[src/rtl/core/tsp_pkg.sv]
`timescale 1ns / 1ps
// ----------------------------------------------------------------------------
// tsp_pkg
// Shared types and constants for the texture span painter.
// ----------------------------------------------------------------------------
package tsp_pkg;

  localparam int CoordW     = 32;
  localparam int PixAddrW   = 24;
  localparam int MemAddrW   = 16;
  localparam int ByteW      = 8;
  localparam int LenW       = 11;
  localparam int MaskW      = 12;
  localparam int FloorW     = 3;
  localparam int StrideW    = 13;
  localparam int InDataW    = 200;
  localparam int InUserW    = 2;
  localparam int OutDataW   = 40;
  localparam int CfgAddrW   = 2;
  localparam int CfgDataW   = 16;
  localparam int LutDepth   = 65536;

  localparam int QueueDepth = 4;
  localparam int QueuePtrW  = 2;
  localparam int QueueCntW  = 3;
  localparam int OutDepth   = 4;
  localparam int OutPtrW    = 2;
  localparam int OutCntW    = 3;

  localparam logic [MaskW-1:0]    WallMaskRst  = 12'd4095;
  localparam logic [FloorW-1:0]   FloorLog2Rst = 3'd6;
  localparam logic [StrideW-1:0]  StrideRst    = 13'd320;
  localparam logic [MemAddrW-1:0] ShadeBaseRst = 16'd0;

  typedef enum logic [1:0] {
    ACT_LOAD_TEX = 2'd0,
    ACT_LOAD_LUT = 2'd1,
    ACT_SPAN     = 2'd2,
    ACT_PIXEL    = 2'd3
  } act_e;

  typedef enum logic [1:0] {
    SPAN_WALL   = 2'd0,
    SPAN_OBJECT = 2'd1,
    SPAN_FLOOR  = 2'd2,
    SPAN_NONE   = 2'd3
  } span_e;

  typedef enum logic [1:0] {
    DRAW_PLAIN  = 2'd0,
    DRAW_MASKED = 2'd1,
    DRAW_TRANS  = 2'd2
  } draw_e;

  typedef enum logic [CfgAddrW-1:0] {
    CFG_WALL_MASK  = 2'd0,
    CFG_FLOOR_LOG2 = 2'd1,
    CFG_STRIDE     = 2'd2,
    CFG_SHADE_BASE = 2'd3
  } cfg_reg_e;

  typedef struct packed {
    logic [MaskW-1:0]    wall_mask;
    logic [FloorW-1:0]   floor_log2;
    logic [StrideW-1:0]  stride;
    logic [MemAddrW-1:0] shade_base;
  } cfg_t;

  typedef struct packed {
    act_e                action;
    logic [MemAddrW-1:0] mem_address;
    logic [ByteW-1:0]    mem_data;
    logic [CoordW-1:0]   start_u;
    logic [CoordW-1:0]   start_v;
    logic [CoordW-1:0]   step_u;
    logic [CoordW-1:0]   step_v;
    logic [PixAddrW-1:0] pixel_base;
    logic [LenW-1:0]     span_length;
    logic [1:0]          span_kind;
    logic [1:0]          draw_kind;
    logic [ByteW-1:0]    dest_pixel;
  } in_item_t;

  // Command word handed from the span walker to the pixel back end.
  typedef struct packed {
    act_e                kind;      // load texel, load entry or pixel
    logic [MemAddrW-1:0] mem_addr;  // load address or texel index
    logic [ByteW-1:0]    data;      // load byte or framebuffer value
    draw_e               draw;
    logic [PixAddrW-1:0] pix_addr;
    logic                last;
  } cmd_t;

  typedef struct packed {
    logic [PixAddrW-1:0] pixel_address;
    logic [ByteW-1:0]    pixel_value;
    logic                write_enable;
    logic                last;
  } out_t;

endpackage

[src/rtl/core/tsp_front.sv]
`timescale 1ns / 1ps
// ----------------------------------------------------------------------------
// tsp_front
// Span walker: takes input words, tracks the running span and turns each
// pixel step into a command with texel index and framebuffer address.
// ----------------------------------------------------------------------------
module tsp_front
  import tsp_pkg::*;
#(
  parameter int MAX_SPAN_BITS = 11
) (
  input  logic     clk_i,
  input  logic     rst_ni,
  input  cfg_t     cfg_i,
  input  logic     in_valid_i,
  output logic     in_ready_o,
  input  in_item_t in_item_i,
  input  logic     queue_full_i,
  output logic     push_o,
  output cmd_t     push_cmd_o
);

  logic [CoordW-1:0]        coord_u_q, coord_u_d, coord_v_q, coord_v_d;
  logic [CoordW-1:0]        delta_u_q, delta_u_d, delta_v_q, delta_v_d;
  logic [MAX_SPAN_BITS-1:0] left_q, left_d;
  logic [PixAddrW-1:0]      addr_q, addr_d;
  span_e                    span_q, span_d;
  draw_e                    draw_q, draw_d;

  logic                accept;
  logic                in_span;
  logic [15:0]         iu, iv, fmask, tex_idx;
  logic [PixAddrW-1:0] addr_step;
  draw_e               new_draw;
  span_e               new_span;

  assign in_ready_o = !queue_full_i;
  assign accept     = in_valid_i && in_ready_o;
  assign in_span    = (left_q != '0);

  assign iu    = coord_u_q[CoordW-1:16];
  assign iv    = coord_v_q[CoordW-1:16];
  assign fmask = ~(16'hFFFF << cfg_i.floor_log2);

  // Texel index before trimming to the store width.
  always_comb begin
    case (span_q)
      SPAN_WALL:   tex_idx = iu & 16'(cfg_i.wall_mask);
      SPAN_OBJECT: tex_idx = iu;
      default:     tex_idx = ((iv & fmask) << cfg_i.floor_log2) + (iu & fmask);
    endcase
  end

  assign addr_step = (span_q == SPAN_FLOOR) ? PixAddrW'(1) : PixAddrW'(cfg_i.stride);

  assign new_span = span_e'(in_item_i.span_kind);

  // Floor spans and unused codes draw plain.
  always_comb begin
    new_draw = DRAW_PLAIN;
    if (new_span != SPAN_FLOOR) begin
      case (draw_e'(in_item_i.draw_kind))
        DRAW_MASKED: new_draw = DRAW_MASKED;
        DRAW_TRANS:  new_draw = DRAW_TRANS;
        default:     new_draw = DRAW_PLAIN;
      endcase
    end
  end

  always_comb begin
    coord_u_d = coord_u_q;
    coord_v_d = coord_v_q;
    delta_u_d = delta_u_q;
    delta_v_d = delta_v_q;
    left_d    = left_q;
    addr_d    = addr_q;
    span_d    = span_q;
    draw_d    = draw_q;
    push_o    = 1'b0;

    push_cmd_o.kind     = in_item_i.action;
    push_cmd_o.mem_addr = in_item_i.mem_address;
    push_cmd_o.data     = in_item_i.mem_data;
    push_cmd_o.draw     = draw_q;
    push_cmd_o.pix_addr = addr_q;
    push_cmd_o.last     = (left_q == MAX_SPAN_BITS'(1));

    if (accept) begin
      case (in_item_i.action)
        ACT_LOAD_TEX, ACT_LOAD_LUT: begin
          push_o = 1'b1;
        end
        ACT_SPAN: begin
          coord_u_d = in_item_i.start_u;
          coord_v_d = in_item_i.start_v;
          delta_u_d = in_item_i.step_u;
          delta_v_d = in_item_i.step_v;
          addr_d    = in_item_i.pixel_base;
          span_d    = new_span;
          draw_d    = new_draw;
          left_d    = (new_span == SPAN_NONE) ? '0
                                              : MAX_SPAN_BITS'(in_item_i.span_length);
        end
        default: begin
          if (in_span) begin
            push_o              = 1'b1;
            push_cmd_o.mem_addr = tex_idx;
            push_cmd_o.data     = in_item_i.dest_pixel;
            coord_u_d           = coord_u_q + delta_u_q;
            coord_v_d           = coord_v_q + delta_v_q;
            addr_d              = addr_q + addr_step;
            left_d              = left_q - MAX_SPAN_BITS'(1);
          end
        end
      endcase
    end
  end

  always_ff @(posedge clk_i or negedge rst_ni) begin
    if (!rst_ni) begin
      coord_u_q <= '0;
      coord_v_q <= '0;
      delta_u_q <= '0;
      delta_v_q <= '0;
      left_q    <= '0;
      addr_q    <= '0;
      span_q    <= SPAN_WALL;
      draw_q    <= DRAW_PLAIN;
    end else begin
      coord_u_q <= coord_u_d;
      coord_v_q <= coord_v_d;
      delta_u_q <= delta_u_d;
      delta_v_q <= delta_v_d;
      left_q    <= left_d;
      addr_q    <= addr_d;
      span_q    <= span_d;
      draw_q    <= draw_d;
    end
  end

endmodule

[config.mk]
export PLATFORM = sky130hd
export DESIGN_NAME = tsp_front
export DESIGN_NICKNAME = d
export VERILOG_FILES = /design/src/rtl/core/tsp_pkg.sv /design/src/rtl/core/tsp_front.sv
export SDC_FILE = /design/constraint.sdc
export NUM_CORES = 1
export LEC_CHECK = 0
export BUFFER_PORTS_ARGS = -buffer_cell sky130_fd_sc_hd__buf_2
export CAP_MARGIN = 20
export CORE_MARGIN = 2
export CORE_UTILIZATION = 58
export CTS_CLUSTER_DIAMETER = 200
export DETAILED_ROUTE_END_ITERATION = 8
export GPL_ROUTABILITY_DRIVEN = 0
export PLACE_DENSITY = 0.84
export SYNTH_ARGS = -nofsm -noshare
export SYNTH_HDL_FRONTEND = slang
export SYNTH_SLANG_ARGS = --single-unit
export TNS_END_PERCENT = 50
[constraint.sdc]
create_clock -name clk_i -period 8.85 [get_ports clk_i]
set_input_delay 0.4425 -clock clk_i [delete_from_list [all_inputs] [get_ports clk_i]]
set_output_delay 0.4425 -clock clk_i [all_outputs]
set_load 0.03 [all_outputs]
==> results.md <==
* Run status: complete, no violations
* Peak VDD IR at approximately 0.00016 V
* Quantity of I/O buffers inserted on ports at around 270
* Register bit count reported by yosys at ~150
* Detailed-route wire length per cell at 16.5 microns
* Mean instance size in the synthesized netlist at 7.78 sq um
* Fraction of registers with async set or reset after synthesis at between 90% and 100%
* Area inside the core boundary at 18800 sq um
* Clk root buf: clkbuf_16
* Number of pins with negative max-slew slack in the final report at 0
* Primary FF master, synth: dfrtp_1
* Total I/O pin count at 304
* Sequence of cells on the critical path: or4_4 > nor3_4 > nand4b_2 > o211a_4 > nand2_2 > a21oi_1 > o21ai_0 > o21a_1 > buf_2
* Setup clock skew after layout at 0.0107 ns
* Clock insertion delay at the later pin of the skew report at between 0.4 and 0.5 ns
* NumNets Final at 1988
* Static Leak at approximately 6.7 nW
* Reg-to-reg startpoint: span_q[1]
* Initial Util at 59.4%
* Share of the clock period used by the worst path after layout at slightly below 50%
* Least setup slack across all paths after layout at 4.52 ns
* Post-synth EDFFs at 0
* Vias post-DR at roughly 11000
* Largest stage delay on the critical path at 0.81 ns
* Finish-stage setup viols at 0
* R2R Setup Slk at approximately 4.6 ns
* Clock Sink Count at about 150
* Clock-pin slew on the worst setup and hold paths at about 0.06 ns
* TritonRoute pass-1 iters at 5
* Final hold violations at 0
* Final TNS setup at 0 ns
* Cell variety after synth at slightly below 80
* Standard-cell row count at 50
* Number of remaining DRC errors at 0
* Overall overflow remaining after global route at 0
* Depth of the most critical reg-to-reg path at 12
* Share of final-layout standard cells stronger than drive strength 1 at between 20% and 30%
* Via count of the first global-routing pass at ~11000
* TritonCTS clock tree: built
* Gr usage total at 30.9%
* DR vias/cell at roughly 5.9
* Number of cells upsized or downsized after cts at 0
* Type of element capturing the critical path: output pin
* Design area at ~13000 sq um
* Maximum net fanout on the critical path at slightly below 90
* Worst setup slack after placement at ~4.7 ns
* Final core area utilization at 70.6%
* Final worst hold slack at 0.0805 ns
* Worst path top cell family by delay: simple AND/OR/NAND/NOR gates
* Clock Tree Buf Depth at 2
* Crit-path slowest cell: nand2_2
* Synthesis-to-layout area growth at 18.7%
* Final worst path period need at between 4 and 5 ns
* Critical path required time at around 8.4 ns
* Number of levels in the clock H-tree at 4
* YS warnings at 0
* WL final at 31.4 mm
* Sequential fraction of the synthesis area at approximately a third
* Total clock buffers created by CTS at 17
* Violation count after the first detailed-routing iteration at roughly 970
* Headroom to the max-slew limit at between 30% and 40%
* Highest achievable clock rate at approximately 0.23 GHz
* Worst path buffer plus inverter count at 1
* Floorplan die width at 143 microns
* HPWL after detailed placement at about 22 mm
* Antenna Nets Post-Route at 0
* Number of hold-repair buffers added at the cts stage at 0
* Path type of the worst setup path: register to output pin
* Setup bufs post-CTS at 0
* Placed Area at ~13000 sq um
* Data arrival time of the worst path at about 4 ns
* Wire length of the first global-routing pass at 50.5 mm
* Power density relative to cell area at about 280 nW/um^2
* Transition time at the pin with the least slew margin at 1.00 ns
* Overall die area at around 20000 sq um
* Number of max-cap violations at 0
* Fill cell instance count of the final layout at between 1500 and 2000
* Commonest cells after routing, fill and taps aside: 322 x nand2_1, 268 x buf_2, 149 x dfrtp_1
* Post-synthesis net count at 1762
* Unrepaired setup endpoints after global routing: false
* Reg-to-reg critical path endpoint: addr_q[19]
* Most common cell after layout, fill and taps aside: nand2_1
* Tightest Hold Check Type: input port to async pin
* Synthesized instance count at roughly 1400
* Largest net degree at the start of global routing at 107
* Startpoint type of the worst setup path: register
* Number of antenna violations at the first check in global routing at 5
* Cell area after synthesis at 11200 sq um
* Die height at around 140 microns
routing by layer:
layer  track usage [%]  vias up  wire [microns]
met3              4.69       78            2050
li1                  -     5498               -
met2              52.8      475           15100
met1              39.3     5250           13400
met5                 0        -              13
met4              12.6        2             886
registers in the layout, indices dropped and copies added (netlist names):
signal     flops
addr_q        24
coord_u_q     32
coord_v_q     23
delta_u_q     32
delta_v_q     23
draw_q         2
left_q        11
span_q         2
cell families after synthesis:
family	Yosys count	share of synthesized area, %
other	1	0.0336
multiplexers	10	0.931
adder cells (fa/ha/maj)	80	9.24
buffers and inverters	110	4.26
XOR/XNOR	53	4.16
flip-flops	149	33.4
AO/OA/AOI/OAI	437	24.4
AND/OR/NAND/NOR	593	23.6
stage by stage:
stage          total power, mW  cells
3_5_place_dp              2.81   1873
6_report                  3.65   1910
2_1_floorplan             2.39   1433
4_1_cts                   3.63   1905
5_1_grt                   3.92   1909
3_3_place_gp              2.74   1873
cell type report:
class                   instances  area [sq um]  share of cell area [%]
diodes                          4          10.0                  0.0756
clock buffers                  22           484                    3.66
clock inverters                10           168                    1.27
inverters                      40           150                    1.13
multi-input cells            1174          6980                    52.7
flip-flops and latches        149          3730                    28.2
well taps                     234           293                    2.21
repair buffers                277          1430                    10.8
worst register-to-register path, cell delays in order (launching register included):
cell and delay [ns]:
dfrtp_1 0.97, nand2b_1 0.52, nand2_1 0.28, inv_1 0.07, ha_1 0.27, a21o_1 0.19, a21o_1 0.22, a2111oi_2 0.54
o311ai_0 0.33, nand3_1 0.32, o21ai_0 0.16, a21oi_1 0.20, a21oi_1 0.06
cell usage after synthesis, types with 22 or more instances:
cell      number  area share (%)
nand2_1      324              11
dfrtp_1      149              33
a21oi_1      146             6.6
o21ai_0      109             4.9
nor2_1       100             3.4
ha_1          76             8.5
clkbuf_1      44             1.5
inv_1         40             1.3
nand3_1       31             1.4
a21o_1        29             2.0
nor3_1        29             1.3
xor2_1        27             2.1
xnor2_1       26             2.0
a31oi_1       22             1.2
and2_1        22             1.2
how the worst max path moves through the flow:
stage | from | end | slack, ns | cells after the start
after global routing | span_q[1] | addr_q[21] | 4.15 | 12
after CTS | left_q[4] | push_cmd_o[49] | 4.53 | 9
final | left_q[4] | push_cmd_o[49] | 4.52 | 9
after floorplan | cfg_i[31] | push_cmd_o[45] | 4.96 | 13
after global placement | span_q[1] | addr_q[16] | 4.79 | 13
after detailed placement | span_q[1] | addr_q[16] | 4.69 | 13
power by group:
group / switching, mW / internal [mW]
Combinational: 1.02 / 0.732
Sequential: 0.210 / 0.887
Clock: 0.297 / 0.505
Total: 1.52 / 2.12
Power figures use the tool's default switching activity.
