$ cat src/rtl/core/tsp_pkg.sv
`timescale 1ns / 1ps
// ----------------------------------------------------------------------------
// tsp_pkg
// Shared types and constants for the texture span painter.
// ----------------------------------------------------------------------------
package tsp_pkg;

  localparam int CoordW     = 32;
  localparam int PixAddrW   = 24;
  localparam int MemAddrW   = 16;
  localparam int ByteW      = 8;
  localparam int LenW       = 11;
  localparam int MaskW      = 12;
  localparam int FloorW     = 3;
  localparam int StrideW    = 13;
  localparam int InDataW    = 200;
  localparam int InUserW    = 2;
  localparam int OutDataW   = 40;
  localparam int CfgAddrW   = 2;
  localparam int CfgDataW   = 16;
  localparam int LutDepth   = 65536;

  localparam int QueueDepth = 4;
  localparam int QueuePtrW  = 2;
  localparam int QueueCntW  = 3;
  localparam int OutDepth   = 4;
  localparam int OutPtrW    = 2;
  localparam int OutCntW    = 3;

  localparam logic [MaskW-1:0]    WallMaskRst  = 12'd4095;
  localparam logic [FloorW-1:0]   FloorLog2Rst = 3'd6;
  localparam logic [StrideW-1:0]  StrideRst    = 13'd320;
  localparam logic [MemAddrW-1:0] ShadeBaseRst = 16'd0;

  typedef enum logic [1:0] {
    ACT_LOAD_TEX = 2'd0,
    ACT_LOAD_LUT = 2'd1,
    ACT_SPAN     = 2'd2,
    ACT_PIXEL    = 2'd3
  } act_e;

  typedef enum logic [1:0] {
    SPAN_WALL   = 2'd0,
    SPAN_OBJECT = 2'd1,
    SPAN_FLOOR  = 2'd2,
    SPAN_NONE   = 2'd3
  } span_e;

  typedef enum logic [1:0] {
    DRAW_PLAIN  = 2'd0,
    DRAW_MASKED = 2'd1,
    DRAW_TRANS  = 2'd2
  } draw_e;

  typedef enum logic [CfgAddrW-1:0] {
    CFG_WALL_MASK  = 2'd0,
    CFG_FLOOR_LOG2 = 2'd1,
    CFG_STRIDE     = 2'd2,
    CFG_SHADE_BASE = 2'd3
  } cfg_reg_e;

  typedef struct packed {
    logic [MaskW-1:0]    wall_mask;
    logic [FloorW-1:0]   floor_log2;
    logic [StrideW-1:0]  stride;
    logic [MemAddrW-1:0] shade_base;
  } cfg_t;

  typedef struct packed {
    act_e                action;
    logic [MemAddrW-1:0] mem_address;
    logic [ByteW-1:0]    mem_data;
    logic [CoordW-1:0]   start_u;
    logic [CoordW-1:0]   start_v;
    logic [CoordW-1:0]   step_u;
    logic [CoordW-1:0]   step_v;
    logic [PixAddrW-1:0] pixel_base;
    logic [LenW-1:0]     span_length;
    logic [1:0]          span_kind;
    logic [1:0]          draw_kind;
    logic [ByteW-1:0]    dest_pixel;
  } in_item_t;

  // Command word handed from the span walker to the pixel back end.
  typedef struct packed {
    act_e                kind;      // load texel, load entry or pixel
    logic [MemAddrW-1:0] mem_addr;  // load address or texel index
    logic [ByteW-1:0]    data;      // load byte or framebuffer value
    draw_e               draw;
    logic [PixAddrW-1:0] pix_addr;
    logic                last;
  } cmd_t;

  typedef struct packed {
    logic [PixAddrW-1:0] pixel_address;
    logic [ByteW-1:0]    pixel_value;
    logic                write_enable;
    logic                last;
  } out_t;

endpackage

$ cat src/rtl/core/tsp_cmd_queue.sv
`timescale 1ns / 1ps
// ----------------------------------------------------------------------------
// tsp_cmd_queue
// Short command FIFO between the span walker and the pixel back end.
// ----------------------------------------------------------------------------
module tsp_cmd_queue
  import tsp_pkg::*;
(
  input  logic clk_i,
  input  logic rst_ni,
  input  logic push_i,
  input  cmd_t push_cmd_i,
  output logic full_o,
  output logic valid_o,
  output cmd_t head_o,
  input  logic pop_i
);

  cmd_t                 entry_q [QueueDepth];
  logic [QueuePtrW-1:0] wr_ptr_q, rd_ptr_q;
  logic [QueueCntW-1:0] cnt_q;
  logic                 do_push, do_pop;

  assign full_o  = (cnt_q == QueueCntW'(QueueDepth));
  assign valid_o = (cnt_q != '0);
  assign head_o  = entry_q[rd_ptr_q];
  assign do_push = push_i && !full_o;
  assign do_pop  = pop_i && valid_o;

  always_ff @(posedge clk_i) begin
    if (do_push) begin
      entry_q[wr_ptr_q] <= push_cmd_i;
    end
  end

  always_ff @(posedge clk_i or negedge rst_ni) begin
    if (!rst_ni) begin
      wr_ptr_q <= '0;
      rd_ptr_q <= '0;
      cnt_q    <= '0;
    end else begin
      if (do_push) begin
        wr_ptr_q <= wr_ptr_q + QueuePtrW'(1);
      end
      if (do_pop) begin
        rd_ptr_q <= rd_ptr_q + QueuePtrW'(1);
      end
      if (do_push && !do_pop) begin
        cnt_q <= cnt_q + QueueCntW'(1);
      end else if (do_pop && !do_push) begin
        cnt_q <= cnt_q - QueueCntW'(1);
      end
    end
  end

endmodule

$ cat config.mk
export PLATFORM = sky130hd
export DESIGN_NAME = tsp_cmd_queue
export DESIGN_NICKNAME = d
export VERILOG_FILES = /design/src/rtl/core/tsp_pkg.sv /design/src/rtl/core/tsp_cmd_queue.sv
export SDC_FILE = /design/constraint.sdc
export NUM_CORES = 1
export LEC_CHECK = 0
export ABC_AREA = 1
export BUFFER_PORTS_ARGS = -buffer_cell sky130_fd_sc_hd__buf_2
export CAP_MARGIN = 20
export CORE_MARGIN = 1
export CORE_UTILIZATION = 62
export DETAILED_ROUTE_END_ITERATION = 6
export PLACE_DENSITY = 0.84
export SYNTH_ARGS = -nofsm -noshare
export SYNTH_HDL_FRONTEND = slang
export SYNTH_SLANG_ARGS = --single-unit
$ cat constraint.sdc
create_clock -name clk_i -period 7.79 [get_ports clk_i]
set_clock_uncertainty 0.2 [all_clocks]
set_input_delay 1.1685 -clock clk_i [delete_from_list [all_inputs] [get_ports clk_i]]
set_output_delay 1.1685 -clock clk_i [all_outputs]
set_load 0.02 [all_outputs]
==> results of run 1 <==
[area by class of cell]
class | count | area (sq um) | area share
diodes | 1 | 2.50 | 0.000240
clock buffers | 31 | 626 | 0.0600
clock inverters | 9 | 96.3 | 0.00925
inverters | 122 | 463 | 0.0444
multi-input cells | 303 | 1840 | 0.177
flip-flops and latches | 219 | 6540 | 0.628
well taps | 180 | 225 | 0.0216
repair buffers | 118 | 621 | 0.0596
[power groups by stage]
stage | Combinational [mW] | Clock [mW] | Sequential (mW)
floorplan | 1.13 | 0 | 1.64
global placement | 1.44 | 0 | 1.63
detailed placement | 1.50 | 0 | 1.65
global route | 1.65 | 1.09 | 1.64
finish | 1.51 | 1.03 | 1.62
CTS | 1.51 | 1.04 | 1.62
[final timing paths]
path                       slack (ns)  depth (start not counted)        start           to
setup reg to reg                 5.17                          6  rd_ptr_q[0]  rd_ptr_q[1]
setup / recovery                 3.35                          6  rd_ptr_q[0]   head_o[25]
hold / removal                   0.29                          1       rst_ni     cnt_q[1]
max in group asynchronous        6.92                          1       rst_ni  rd_ptr_q[1]
hold reg to reg                  0.30                          2     cnt_q[2]     cnt_q[2]
min in group clk_i               0.30                          2     cnt_q[2]     cnt_q[2]
[through the flow]
step | cells | util
after floorplan | 678 | -
after global placement | 941 | 0.686
after detailed placement | 941 | 0.686
after CTS | 981 | 0.738
after global routing | 982 | 0.739
final | 983 | 0.739
[kinds of logic (layout without fill, tap and decap cells)]
| group | after synthesis | in the layout | share of synthesized area |
|---|---|---|---|
| XOR/XNOR | 1 | 1 | 0.000964 |
| other | 0 | 1 | 0 |
| buffers and inverters | 156 | 280 | 0.0804 |
| adder cells (fa/ha/maj) | 6 | 6 | 0.00909 |
| flip-flops | 219 | 219 | 0.720 |
| AO/OA/AOI/OAI | 107 | 107 | 0.110 |
| AND/OR/NAND/NOR | 189 | 189 | 0.0793 |
[flip-flops by register name, indices dropped and copies added, names as in the netlist]
signal and cells:
entry_q 212, cnt_q 3, rd_ptr_q 2, wr_ptr_q 2
[worst max-delay path: cells and delay by family, from the launching register on]
family | cells | cell delay, ns
buffers and inverters | 3 | 1.65
DFF | 1 | 0.44
and+or+nand+nor | 2 | 0.23
AOI/OAI and AO/OA | 1 | 0.16
[routing by layer]
layer,part of all wire,global-route usage,vias up
met3,0.070,0.0521,35
met2,0.52,0.403,183
met4,0.024,0.0919,2
li1,-,-,2572
met5,0.00077,0,-
met1,0.39,0.269,2579
[cells in the final DEF, fill, tap and decap left out, types with 2 or more instances in the layout]
| cell | count |
|---|---|
| ha_1 | 5 |
| clkbuf_16 | 23 |
| nand3_1 | 7 |
| nand2_1 | 177 |
| clkbuf_1 | 6 |
| o211ai_1 | 66 |
| edfxtp_1 | 212 |
| clkinv_2 | 5 |
| nor2_4 | 4 |
| bufinv_16 | 2 |
| inv_1 | 119 |
| clkbuf_8 | 2 |
| dfrtp_1 | 6 |
| inv_2 | 2 |
| buf_2 | 111 |
| o211ai_2 | 40 |
| buf_4 | 6 |
[Yosys cell counts]
| master | n | share of area |
|---|---|---|
| buf_6 | 18 | 0.022 |
| ha_1 | 5 | 0.0069 |
| clkbuf_1 | 10 | 0.0041 |
| nor2_1 | 4 | 0.0017 |
| nand3_1 | 7 | 0.0039 |
| edfxtp_1 | 212 | 0.70 |
| dfrtp_1 | 7 | 0.019 |
| buf_4 | 1 | 0.00083 |
| o211ai_2 | 40 | 0.055 |
| nand4_1 | 1 | 0.00069 |
| buf_2 | 5 | 0.0028 |
| o211ai_1 | 66 | 0.055 |
| fa_1 | 1 | 0.0022 |
| inv_2 | 3 | 0.0012 |
| o21ai_0 | 1 | 0.00055 |
| nand2_1 | 177 | 0.073 |
| xnor2_1 | 1 | 0.00096 |
| inv_1 | 119 | 0.049 |
==> run summary, run 1 <==
Unique masters post-synth: 18
Antenna violations before repair: 2
Maximum VDD drop: 0.000287 V
Synthesized area per cell: 13.4 sq um
Drt wl/cell: 17.2 microns
Synth Instances: 678
Static Leak: 4.29 nW
Worst Max-Slew Pin Slew: 0.995 ns
Via count: 5371
Syn_nets: 741
Total power: 4.17 mW
Vias in the first global route: 5454
Final TNS setup: 0 ns
Combinational power share: 0.362
DP Worst Slack: 3.93 ns
Clk sinks: 219
Switching fraction of total power: 0.371
Crit Path Max Fanout: 133
CP max stage delay: 0.81 ns
Die span in x: 123 microns
Area grow syn2layout: 14.7%
Top-level I/O count: 112
Critical path cell sequence: inv_6 -> buf_4 -> nand2_1 -> o211ai_1 -> nand2_1 -> buf_2
# fillers: 901
Clk Latency, worst-skew pair: 0.49 ns
First-pass GRT wire length: 25900 microns
Status: finished, final reports clean
Placed instance area: 9670 sq um
Largest net degree at the start of global routing: 134
CORE AREA: 14100 sq um
1st-pass router iterations: 5
WP data required: 6.42 ns
Total internal power: 2.62 mW
H-tree Lvls: 1
RePlAce Congestion: 0.764
Slew Limit Fails: 0
Fin nets: 849
Final period util: 0.570
DRC: 0
Switching power: 1.55 mW
Clock transition at the registers of the reported paths: 0.06 ns
Area of the die: 15100 sq um
DRT iter0 DRCs: 368
Crit path launch type: register
Crit. End Element: output pin
Flop and latch count out of synthesis: 219
Vias per cell: 5.46
Gr usage total: 0.228
Worst setup margin: 3.35 ns
Die Ht: 123 microns
Cell area after synthesis: 9080 sq um
Worst Path Arrival: 3.07 ns
I/O Buffers: 111
Rel. slew slack: 0.336
Cell mode on critical path: nand2_1
Fmax: 225 MHz
Power per Cell Area: 400 nW/um^2
Unrepaired setup endpoints after global routing: false
Routed WL: 16900 microns
Worst hold margin: 0.294 ns
Count of final setup violators: 0
Post_cts resized: 0
TritonCTS clock tree: done
Initial Util: 0.645
Slowest-stage cell, CP: buf_4
CTS Buf Count: 22
DP HPWL: 9510 microns
Post-synthesis sequential area ratio: 0.720
HP Class: in -> async
MaxCap Viol Count: 0
Final ANT Viol Nets: 0
Synthesis warning total: 0
# hold bufs at CTS: 0
GRT overflow: 0
CTS Buffer Depth: 3
FP Rows: 43
Post-route minimum period: 4.44 ns
CP Class: reg -> out
Share of cells above drive strength 1: 0.248
Setup Fix Bufs, Post-CTS: 0
Final hold violation count: 0
Clock power frac: 0.248
Post-route cell area: 10400 sq um
Sequential power share: 0.390
Clock Tree Root: clkbuf_16
Power figures use the tool's default switching activity.
==> run 2, diff against run 1 <==
--- a/config.mk
+++ b/config.mk
@@ -5,13 +5,13 @@
 export SDC_FILE = /design/constraint.sdc
 export NUM_CORES = 1
 export LEC_CHECK = 0
-export ABC_AREA = 1
+export ABC_AREA = 0
 export BUFFER_PORTS_ARGS = -buffer_cell sky130_fd_sc_hd__buf_2
 export CAP_MARGIN = 20
 export CORE_MARGIN = 1
-export CORE_UTILIZATION = 62
+export CORE_UTILIZATION = 57
 export DETAILED_ROUTE_END_ITERATION = 6
-export PLACE_DENSITY = 0.84
+export PLACE_DENSITY = 0.79
 export SYNTH_ARGS = -nofsm -noshare
 export SYNTH_HDL_FRONTEND = slang
 export SYNTH_SLANG_ARGS = --single-unit
==> constraint.sdc (replaced) <==
create_clock -name clk_i -period 4.3 [get_ports clk_i]
set_clock_uncertainty 0.2 [all_clocks]
set_input_delay 0.645 -clock clk_i [delete_from_list [all_inputs] [get_ports clk_i]]
set_output_delay 0.645 -clock clk_i [all_outputs]
set_load 0.02 [all_outputs]
==> run 2 against run 1 <==
Against the previous run:
- combinational power up 41%
- worst hold slack got worse by 0.12 ns
- sequential power grew 86%
- wire length shrank 20%
- cell count shrank 35%
- largest power group unchanged
==> run summary, run 2 <==
Status: finished, final reports clean
Final design utilization: 0.688 (-0.0515)
Top-level I/O count: 112 (unchanged)
RePlAce Congestion: 0.705 (-7.8%)
Initial Util: 0.586 (-0.0584)
FP Rows: 43 (unchanged)
Clk Latency, worst-skew pair: 0.48 ns (about the same)
Area occupied by multi-input gates: 1440 sq um (-22%)
CORE AREA: 13900 sq um (-1.5%)
Largest Register: entry_q
Flop and latch count out of synthesis: 219 (unchanged)
Worst Max-Slew Pin Slew: 0.585 ns (-0.411 ns)
MaxCap Viol Count: 0 (unchanged)
Worst Path Arrival: 2.33 ns (-0.74 ns)
Synth top area cells: edfxtp_1 (78%), mux4_2 (13%), dfrtp_1 (2.2%)
CTS Buf Count: 22 (unchanged)
Area of the die: 14800 sq um (-2.6%)
Cell area after synthesis: 8140 sq um (-10%)
Post-route minimum period: 3.17 ns
Fmax: 315 MHz
Share of cells above drive strength 1: 0.441 (+0.192)
Crit. End Element: output pin
Crit path launch type: register
GRT overflow: 0 (unchanged)
Antenna violations before repair: 1 (-1)
Count of final setup violators: 0 (unchanged)
HP Class: in -> reg
First-pass GRT wire length: 20800 microns (-20%)
TritonCTS clock tree: done
Post-synth top cells: edfxtp_1 (212), mux4_2 (48), buf_2 (7), dfrtp_1 (7)
Maximum VDD drop: 0.000427 V (+49%)
# fillers: 852 (-5.4%)
Static Leak: 3.30 nW (-23%)
Clk sinks: 219 (unchanged)
CP Class: reg -> out
DRC: 0 (unchanged)
Die Ht: 121 microns (-1.3%)
Final period util: 0.738
H-tree Lvls: 1 (unchanged)
Clock Tree Root: clkbuf_16
Drt wl/cell: 21.4 microns (+24%)
Fin nets: 506 (-40%)
Routed WL: 13600 microns (-20%)
Synthesis warning total: 0 (unchanged)
Asr flop ratio synth: 0.0320 (unchanged)
Area grow syn2layout: 17.3%
DRT iter0 DRCs: 253 (-31%)
DP HPWL: 8140 microns (-14%)
Max reg flops: 212 (unchanged)
Crit Path Max Fanout: 37 (-72%)
CTS Buffer Depth: 3 (unchanged)
Total power: 6.80 mW (+63%)
Most frequent cell after synthesis: edfxtp_1
WP data required: 3.45 ns (-2.97 ns)
Final ANT Viol Nets: 0 (unchanged)
Clock transition at the registers of the reported paths: 0.06 ns (about the same)
Via count: 3611 (-33%)
Most frequent cells in the layout: edfxtp_1 (212), buf_2 (111), mux4_2 (48)
Post_cts resized: 0 (unchanged)
Syn_nets: 375 (-49%)
Synth Flop Type: edfxtp_1
Final TNS setup: 0 ns (unchanged)
Synth top area share: 0.783 (+0.0818)
Gr usage total: 0.192 (-0.0355)
Synthesized area per cell: 26.1 sq um (+95%)
Post-synthesis sequential area ratio: 0.804 (+0.0840)
Largest regs: entry_q (212), cnt_q (3)
Post-synth EDFFs: 212 (unchanged)
Die span in x: 121 microns (-1.3%)
Largest net degree at the start of global routing: 53 (-60%)
Dominant cell type by area after synthesis: edfxtp_1
FF+latch area: 6550 sq um (about the same)
Synth Instances: 312 (-54%)
1st-pass router iterations: 4 (-1)
Slew Limit Fails: 0 (unchanged)
Power per Cell Area: 712 nW/um^2 (+78%)
Unique masters post-synth: 21 (+3)
Rel. slew slack: 0.609 (+0.273)
Vias per cell: 5.69 (+4.1%)
Final hold violation count: 0 (unchanged)
Commonest non-fill, non-tap cell in the layout: edfxtp_1
I/O Buffers: 111 (unchanged)
Vias in the first global route: 3817 (-30%)
Unrepaired setup endpoints after global routing: false
## run 2: changes by cell type after synthesis, moves of 10 or more
| cell | change |
|---|---|
| buf_6 | -17 |
| o211ai_1 | -66 |
| mux4_2 | +48 |
| o211ai_2 | -40 |
| nand2_1 | -176 |
| clkbuf_1 | -10 |
| inv_1 | -116 |
## run 2: per-layer routing
layer,global-route usage,share of wire,vias up
li1,-,-,1596
met4,0.0478,0.012,0
met5,0,0,-
met2,0.324,0.52,123
met3,0.0437,0.059,16
met1,0.256,0.41,1876
## run 2: worst paths after layout
| path | from | to | slack [ns] | cells after the start |
|---|---|---|---|---|
| max | rd_ptr_q[0] | head_o[43] | 1.13 | 4 |
| min | push_cmd_i[48] | entry_q[0][48] | 0.18 | 1 |
| max reg2reg | cnt_q[2] | entry_q[2][18] | 1.75 | 4 |
| min reg2reg | cnt_q[2] | cnt_q[2] | 0.31 | 1 |
| max in group asynchronous | rst_ni | rd_ptr_q[0] | 3.38 | 2 |
| min in group asynchronous | rst_ni | wr_ptr_q[0] | 0.35 | 2 |
## run 2: cells by family after synthesis
kind of cell / Yosys count / share of synthesized area
DFF: 219 / 0.804
muxes: 55 / 0.152
buffers and inverters: 16 / 0.0194
and+or+nand+nor: 10 / 0.00769
xor gates and xnor gates: 6 / 0.00646
adders and majority gates: 6 / 0.0102
## run 2: layout make-up
| type | count | area share |
|---|---|---|
| antenna | 1 | 0.000262 |
| multi-input combinational | 77 | 0.151 |
| inverter | 3 | 0.00118 |
| sequential | 219 | 0.686 |
| timing repair buffer | 120 | 0.0729 |
| clock buffer | 30 | 0.0631 |
| tap | 180 | 0.0236 |
| clock inverter | 5 | 0.00210 |
## run 2: worst max-delay path, stage by stage, from the launching register on
cell and delay [ns]:
dfrtp_4 0.64, buf_16 0.32, buf_4 0.21, mux4_2 0.49
buf_2 0.17
## run 2: power by group
part | total [mW] | switching (mW) | internal [mW]
Combinational | 2.13 | 1.22 | 0.919
Sequential | 3.01 | 0.181 | 2.83
Clock | 1.65 | 0.688 | 0.966
## run 2: repair_timing
item / CTS / global route
hold endpoints to repair: 7 / 0
hold buffers: 1 / 0
buffers inserted: 0 / 0
## run 2: metrics by stage
step / hold slack [ns] / setup slack [ns] / std cells / cell area [sq um]
after floorplan: 0.149 / 1.49 / 312 / 8140
after global placement: 0.262 / 1.31 / 597 / 8880
after detailed placement: 0.286 / 1.30 / 597 / 8880
after CTS: 0.161 / 0.790 / 633 / 9510
after global routing: 0.160 / 0.979 / 634 / 9540
final: 0.176 / 1.13 / 635 / 9540
